--- config.mk ---
export PLATFORM = sky130hd
export DESIGN_NAME = ole_cell
export DESIGN_NICKNAME = d
export VERILOG_FILES = /design/src/rtl/ole_pkg.sv /design/src/rtl/ole_cell.sv
export SDC_FILE = /design/constraint.sdc
export NUM_CORES = 1
export LEC_CHECK = 0
export ABC_CLOCK_PERIOD_IN_PS = 4540
export BUFFER_PORTS_ARGS = -buffer_cell sky130_fd_sc_hd__buf_4
export CAP_MARGIN = 20
export CORE_UTILIZATION = 43
export CTS_CLUSTER_DIAMETER = 150
export DETAILED_ROUTE_END_ITERATION = 8
export PLACE_DENSITY = 0.81
export SYNTH_ARGS = -nofsm -noshare
export SYNTH_HDL_FRONTEND = slang
export SYNTH_SLANG_ARGS = --single-unit
--- constraint.sdc ---
create_clock -name clk_i -period 4.54 [get_ports clk_i]
set_input_delay 0.454 -clock clk_i [delete_from_list [all_inputs] [get_ports clk_i]]
set_output_delay 0.454 -clock clk_i [all_outputs]
set_load 0.02 [all_outputs]
--- src/rtl/ole_pkg.sv ---
// Package for the ordered list engine: request and result types, status
// and request codes, and the command that the top level broadcasts to the cells.
// No dependencies.
package ole_pkg;

  localparam int unsigned DATA_W    = 32;
  localparam int unsigned POS_W     = 7;
  localparam int unsigned IDX_OUT_W = 6;
  localparam int unsigned CNT_OUT_W = 7;

  // request codes
  typedef enum logic [2:0] {
    REQ_PUSH   = 3'd0,
    REQ_POP    = 3'd1,
    REQ_INSERT = 3'd2,
    REQ_DELETE = 3'd3,
    REQ_REMOVE = 3'd4,
    REQ_FIND   = 3'd5,
    REQ_READ   = 3'd6,
    REQ_NONE   = 3'd7
  } req_type_e;

  // result status codes
  typedef enum logic [2:0] {
    ST_OK       = 3'd0,
    ST_FULL     = 3'd1,
    ST_BADPOS   = 3'd2,
    ST_NOTFOUND = 3'd3,
    ST_EMPTY    = 3'd4
  } status_e;

  typedef struct packed {
    req_type_e                req_type;
    logic [POS_W-1:0]         position;
    logic signed [DATA_W-1:0] value;
  } req_t;

  typedef struct packed {
    status_e                  status;
    logic signed [DATA_W-1:0] read_value;
    logic [IDX_OUT_W-1:0]     found_index;
    logic [CNT_OUT_W-1:0]     item_count;
    logic                     is_empty;
  } res_t;

  // what each cell does with its entry in the update cycle
  typedef enum logic [2:0] {
    CELL_HOLD,
    CELL_PUSH,
    CELL_INSERT,
    CELL_DELETE,
    CELL_REMOVE
  } cell_op_e;

  typedef struct packed {
    cell_op_e                 op;
    logic [POS_W-1:0]         pos;
    logic signed [DATA_W-1:0] value;
  } cell_cmd_t;

endpackage

--- src/rtl/ole_cell.sv ---
// One cell of the list: holds the entry at a fixed index, probes it against
// an incoming request and shifts with its neighbours on insert, delete and remove.
// Depends on ole_pkg.
module ole_cell #(
  parameter int unsigned IDX = 0,
  parameter int unsigned CW  = 7
) (
  input  logic                              clk_i,
  input  logic                              accept_i,
  input  ole_pkg::req_t                     probe_i,
  input  logic [CW-1:0]                     count_i,
  input  ole_pkg::cell_cmd_t                cmd_i,
  input  logic                              tail_i,
  input  logic signed [ole_pkg::DATA_W-1:0] prev_i,
  input  logic signed [ole_pkg::DATA_W-1:0] next_i,
  output logic signed [ole_pkg::DATA_W-1:0] entry_o,
  output logic                              match_o,
  output logic signed [ole_pkg::DATA_W-1:0] rdata_o
);

  localparam int unsigned CMPW = (CW > ole_pkg::POS_W) ? CW : ole_pkg::POS_W;
  localparam logic [CMPW-1:0] IDX_X = CMPW'(IDX);

  logic signed [ole_pkg::DATA_W-1:0] entry_q, entry_d;
  logic signed [ole_pkg::DATA_W-1:0] rdata_q, rdata_d;
  logic                              match_q, match_d;
  logic [CMPW-1:0]                   cnt_x, probe_pos_x, cmd_pos_x;

  assign cnt_x       = CMPW'(count_i);
  assign probe_pos_x = CMPW'(probe_i.position);
  assign cmd_pos_x   = CMPW'(cmd_i.pos);

  // probe: value compare and positional select, captured on acceptance
  always_comb begin
    match_d = (entry_q == probe_i.value) && (IDX_X < cnt_x);
    rdata_d = (IDX_X == probe_pos_x) ? entry_q : '0;
  end

  // update: take the new value or a neighbour's entry
  always_comb begin
    entry_d = entry_q;
    unique case (cmd_i.op)
      ole_pkg::CELL_PUSH: begin
        if (IDX_X == cnt_x) entry_d = cmd_i.value;
      end
      ole_pkg::CELL_INSERT: begin
        if (IDX_X == cmd_pos_x) entry_d = cmd_i.value;
        else if (IDX_X > cmd_pos_x) entry_d = prev_i;
      end
      ole_pkg::CELL_DELETE: begin
        if (IDX_X >= cmd_pos_x) entry_d = next_i;
      end
      ole_pkg::CELL_REMOVE: begin
        if (tail_i) entry_d = next_i;
      end
      default: entry_d = entry_q;
    endcase
  end

  always_ff @(posedge clk_i) begin
    entry_q <= entry_d;
    if (accept_i) begin
      match_q <= match_d;
      rdata_q <= rdata_d;
    end
  end

  assign entry_o = entry_q;
  assign match_o = match_q;
  assign rdata_o = rdata_q;

endmodule

Word-level counts from Yosys, hierarchy flattened
Cells that the tools add are included.
{"block": "totals", "reg_bits": 65, "latchBits": 0, "ramBits": 0, "mem_bits_ro": 0, "inputBits": 158, "output_inout_bits": 65, "elab_cells": 27, "memories": 0}
{"block": "classes", "add_sub_neg": 0, "multipliers": 0, "n_div": 0, "order_cmp": 3, "eq_ne": 9, "shift": 0, "mux": 6, "bitwise": 0, "reduce_logical": 6}
{"operator": "two-way mux 32 bit", "n": 5}
{"operator": "case mux 32 bit (4 select lines)", "n": 1}
{"operator": "== test 32 bit", "n": 1}
{"operator": "logical NOT 7 bit", "n": 3}
{"operator": "greater-or-equal comparator 1 x 7 -> 1 bit (first input constant)", "n": 1}
{"operator": "greater-than comparator 1 x 7 -> 1 bit (first input constant)", "n": 1}
{"operator": "< comparator 1 x 7 -> 1 bit (first input constant)", "n": 1}
{"operator": "== test 3 x 2 -> 1 bit (second input constant)", "n": 2}
{"operator": "!= test 2 bit (second input constant)", "n": 3}
{"operator": "AND reduction 5 bit", "n": 1}
{"operator": "nonzero test 4 bit", "n": 1}
{"operator": "== test 3 x 1 -> 1 bit (second input constant)", "n": 1}
{"operator": "== test 3 bit (second input constant)", "n": 1}
{"operator": "!= test 3 bit (second input constant)", "n": 1}
{"operator": "logical AND 1 bit", "n": 1}

Logic depth before layout (Yosys ltp)
{"block": "logic_depth", "ltp_word": 4, "depth_mapped": 5, "depth_no_buf": 4}

Worst setup path after synthesis
Ideal clock, no wire load.
{"block": "synth_path", "path_type": "in2reg", "from": "input cmd_i[35] (netlist bit)", "to": "register entry_q (netlist bit entry_o[0]) (enable)", "setup_time_ns": 0.466, "t_arrival_ns": 3.537, "t_required_ns": 4.074, "path_slack_ns": 0.538, "stages": 4, "n_path_buf": 0, "path_cell_list": "or4_4 > nor3_1 > a41oi_1 > o21ai_0"}
{"block": "synth_via", "elab_chain_cells": 3, "elab_cells_between_ends": 6, "cone_classes": "order compare: 2; eq/ne: 2; reduce/logical: 2"}
{"item": "start, declared", "line": "ole_cell.sv:12", "text": "input ole_pkg::cell_cmd_t cmd_i,"}
{"item": "greater-than comparator 1 x 7 -> 1 bit (tied with other cells)", "line": "ole_cell.sv:48", "text": "else if (IDX_X > cmd_pos_x) entry_d = prev_i;"}
{"item": "!= test 3 bit (no source line) or != test 2 bit (tied branches)"}
{"item": "AND reduction 5 bit (no source line) *"}
{"item": "end signal, assigned", "line": "ole_cell.sv:61", "text": "entry_q <= entry_d;"}
{"item": "end, declared", "line": "ole_cell.sv:24", "text": "logic signed [ole_pkg::DATA_W-1:0] entry_q, entry_d;"}
Mark *: on every way between the ends. The rest lies on a longest branch, timed or not.
A chain may end at the register's enable or synchronous reset.

Worst setup path in the final report
{"block": "layout_path", "from": "input cmd_i[39] (netlist bit)", "to": "register entry_q (netlist bit entry_o[24]) (data pin)"}
{"block": "layout_via", "elab_chain_cells": 2, "elab_cells_between_ends": 5, "cone_classes": "eq/ne: 4; mux: 1"}
{"item": "== test 3 bit (tied with other cells)", "line": "ole_cell.sv:42", "text": "unique case (cmd_i.op)"}
{"item": "case mux 32 bit (4 select lines) *", "line": "ole_cell.sv:42"}
{"item": "via entry_d (one bit)", "line": "ole_cell.sv:24"}
Mark *: on every way through the listed nets, which the timed path passes. The rest lies on a longest branch.

==> impl_metrics.py <==
metrics = {
    "cells_and_area": {
        "num-nets-final": 644,
        "stdcell_area_sq_um": 5420,
        "areaGrowthSynthToFinish_pct": 53.1,
        "drive_gt1_share_pct": 61.2,
        "diodes": 0,
    },
    "drt": {
        "drtIter0Drc": 60,
        "wl_per_cell_um": 16.2,
        "drt_first_pass_iters": 4,
        "ant_nets": 0,
        "post-route-drc-count": 0,
        "via_per_inst": 4.95,
        "num_vias": 2930,
        "routed_wl_um": 9590,
    },
    "worst_setup_path": {
        "crit_type": "in2reg",
        "crit-reg2reg-launch": "entry_o[27]$_DFFE_PP_",
        "cp-startpoint": "cmd_i[39]",
        "crit_end": "entry_o[24]$_DFFE_PP_",
        "critPathArrivalTime_ns": 2.37,
        "crit_required_ns": 4.70,
        "start_kind": "input pin",
        "endpoint_kind": "flip-flop",
        "reg2reg_setup_slack_ns": 2.63,
        "r2r_cells": 4,
        "r2r-end": "match_o$_DFFE_PP_",
        "cp_max_fo": 23,
    },
    "timing": {
        "maxSlewViolCount": 0,
        "worst_slew_pin_slew_ns": 1.09,
        "tns_ns": 0,
        "min_period_over_period_pct": 48.7,
        "setup-violations-final": 0,
        "slew_headroom_pct": 27.3,
        "fin_skew_ns": 0.00648,
        "rsz0062_at_grt": "false",
        "timing.final.hold_violations": 0,
        "finalCriticalPeriod_ns": 2.21,
        "fmax_ghz": 0.452,
        "setup_ws_ns": 2.33,
    },
    "global_routing": {
        "grt.total_usage_pct": 22.4,
        "grt_pass1_wl_um": 14400,
        "top_usage_layer": "met2",
        "grt_use_met1_pct": 28.0,
        "grt_pass1_vias": 2925,
        "globalRouteMet3Util_pct": 3.78,
        "grt_max_degree": 34,
        "gr-total-overflow": 0,
        "grt_use_met2_pct": 38.3,
        "antenna_found_initial": 0,
    },
    "clock_tree": {
        "cts_setup_buffers": 0,
        "h-tree-depth": 3,
        "cts_tree": "yes",
        "clk_latency_ns": 0.32,
        "numCtsBuffers": 9,
        "clock_path_buffers": 2,
        "cts.sinks": 65,
        "ctsHoldBuffers": 0,
        "clkTransAtPathRegs_ns": 0.06,
        "ctsResizeCount": 0,
        "root_buffer": "clkbuf_8",
    },
    "synthesis": {
        "synth_nets": 423,
        "yosysMostFrequentCell": "edfxtp_1",
        "synth_top_area_share_pct": 55.2,
        "synthTopCellsByCount": "65 x edfxtp_1, 33 x inv_1, 32 x and2_1, 30 x a22oi_2, 30 x o21ai_2",
        "synth_area_leader_cell": "edfxtp_1",
        "synth-seq-cells": 65,
        "ys_seq_area_share_pct": 55.2,
        "syn_area_per_cell_sq_um": 13.3,
        "synth_area_sq_um": 3540,
        "yosys_warnings": 0,
        "synthCells": 265,
        "ys_top_cells_by_area": "edfxtp_1 55%, a22oi_2 11%, o21ai_2 7.4%",
        "async_reset_ff_share_pct": 0,
        "synth-edff-count": 65,
        "synth_flop_cell": "edfxtp_1",
        "yosys.cell_types.count": 32,
    },
    "status": {
        "status": "completed",
    },
    "min_path": {
        "hold_class": "in2reg",
        "holdPathStages": 3,
    },
    "floorplanning": {
        "die_area_sq_um": 8590,
        "initial_core_util_pct": 45.1,
        "fp-row-count": 32,
        "io-pin-count": 223,
        "die_h_um": 92.7,
        "die_x_um": 92.7,
        "fp.coreArea_sq_um": 7850,
    },
    "power": {
        "ir_worst_vdd_mv": 0.118,
        "power.total_mw": 1.42,
        "powerDensity_nw_per_um2": 262,
        "power.leakage_nw": 2.39,
    },
    "placement": {
        "post_dp_cell_area_sq_um": 5230,
        "routabilityCongestion": 0.886,
        "dp.final_hpwl_um": 7840,
        "io_buffers": 219,
        "place_ws_ns": 1.98,
    },
    "job": {
        "maxCapViolations": 0,
    },
}
## critical path: stages
cell     delay, ns
buf_4         0.13
nor3b_1       0.34
a21o_1        0.86
buf_4         0.37
a22oi_2       0.12
o21ai_2       0.09
## where the power goes
group	internal, mW	leakage, nW	switching (mW)
sequential	0.685	0.637	0.0145
combinational	0.156	1.66	0.127
clock	0.242	0.0890	0.196
total	1.08	2.39	0.337
## cell type report
type | instances | area, sq um
fill | 613 | 2430
sequential | 65 | 1950
timing repair buffer | 222 | 1670
multi-input combinational | 155 | 1370
tap | 102 | 128
clock buffer | 9 | 124
inverter | 33 | 124
clock inverter | 6 | 50.0
## sequential cells by signal (all words and copies together) (netlist names)
register	flops
match_o	1
entry_o	32
rdata_o	32
## worst min-delay path by stage
stage                          startpoint                   endpoint  slack, ns
detailed placement  entry_o[17]$_DFFE_PP_  rdata_o[17]$_SDFFCE_PP0P_       0.60
CTS                            prev_i[16]      entry_o[16]$_DFFE_PP_       0.40
global placement    entry_o[12]$_DFFE_PP_  rdata_o[12]$_SDFFCE_PP0P_       0.59
global route                   prev_i[16]      entry_o[16]$_DFFE_PP_       0.41
finish                         prev_i[16]      entry_o[16]$_DFFE_PP_       0.41
floorplan                        accept_i          match_o$_DFFE_PP_       0.57
## logic make-up after synthesis
family	count (synthesis)	synth area share, %
AO/OA/AOI/OAI	69	20.4
XOR/XNOR	32	7.92
buffers and inverters	45	6.26
flip-flops	65	55.2
AND/OR/NAND/NOR	54	10.3
## layer usage
layer | vias up | routed length [um] | part of all wire, %
li1 | 1400 | - | -
met1 | 1364 | 3680 | 38
met2 | 149 | 5030 | 52
met3 | 17 | 626 | 6.5
met4 | 0 | 246 | 2.6
met5 | - | 0 | 0
## cells in the final DEF (no fill, tap or decap), types with 2 or more instances in the layout
cell type,instances
clkbuf_8,9
nor3_1,2
and2_1,32
xnor2_1,4
a22oi_2,30
edfxtp_1,65
buf_4,221
inv_1,33
clkinv_1,4
nor4_1,8
nand4_1,2
xor2_1,28
o21ai_2,31
## metrics by stage
stage	std cells	utilization [%]	hold WS (ns)
2_1_floorplan	265	-	0.566
4_1_cts	591	68.9	0.398
3_3_place_gp	576	66.6	0.592
5_1_grt	592	69.0	0.406
3_5_place_dp	576	66.6	0.605
6_report	592	69.0	0.410
No activity file was read; power rests on OpenSTA's default activity.
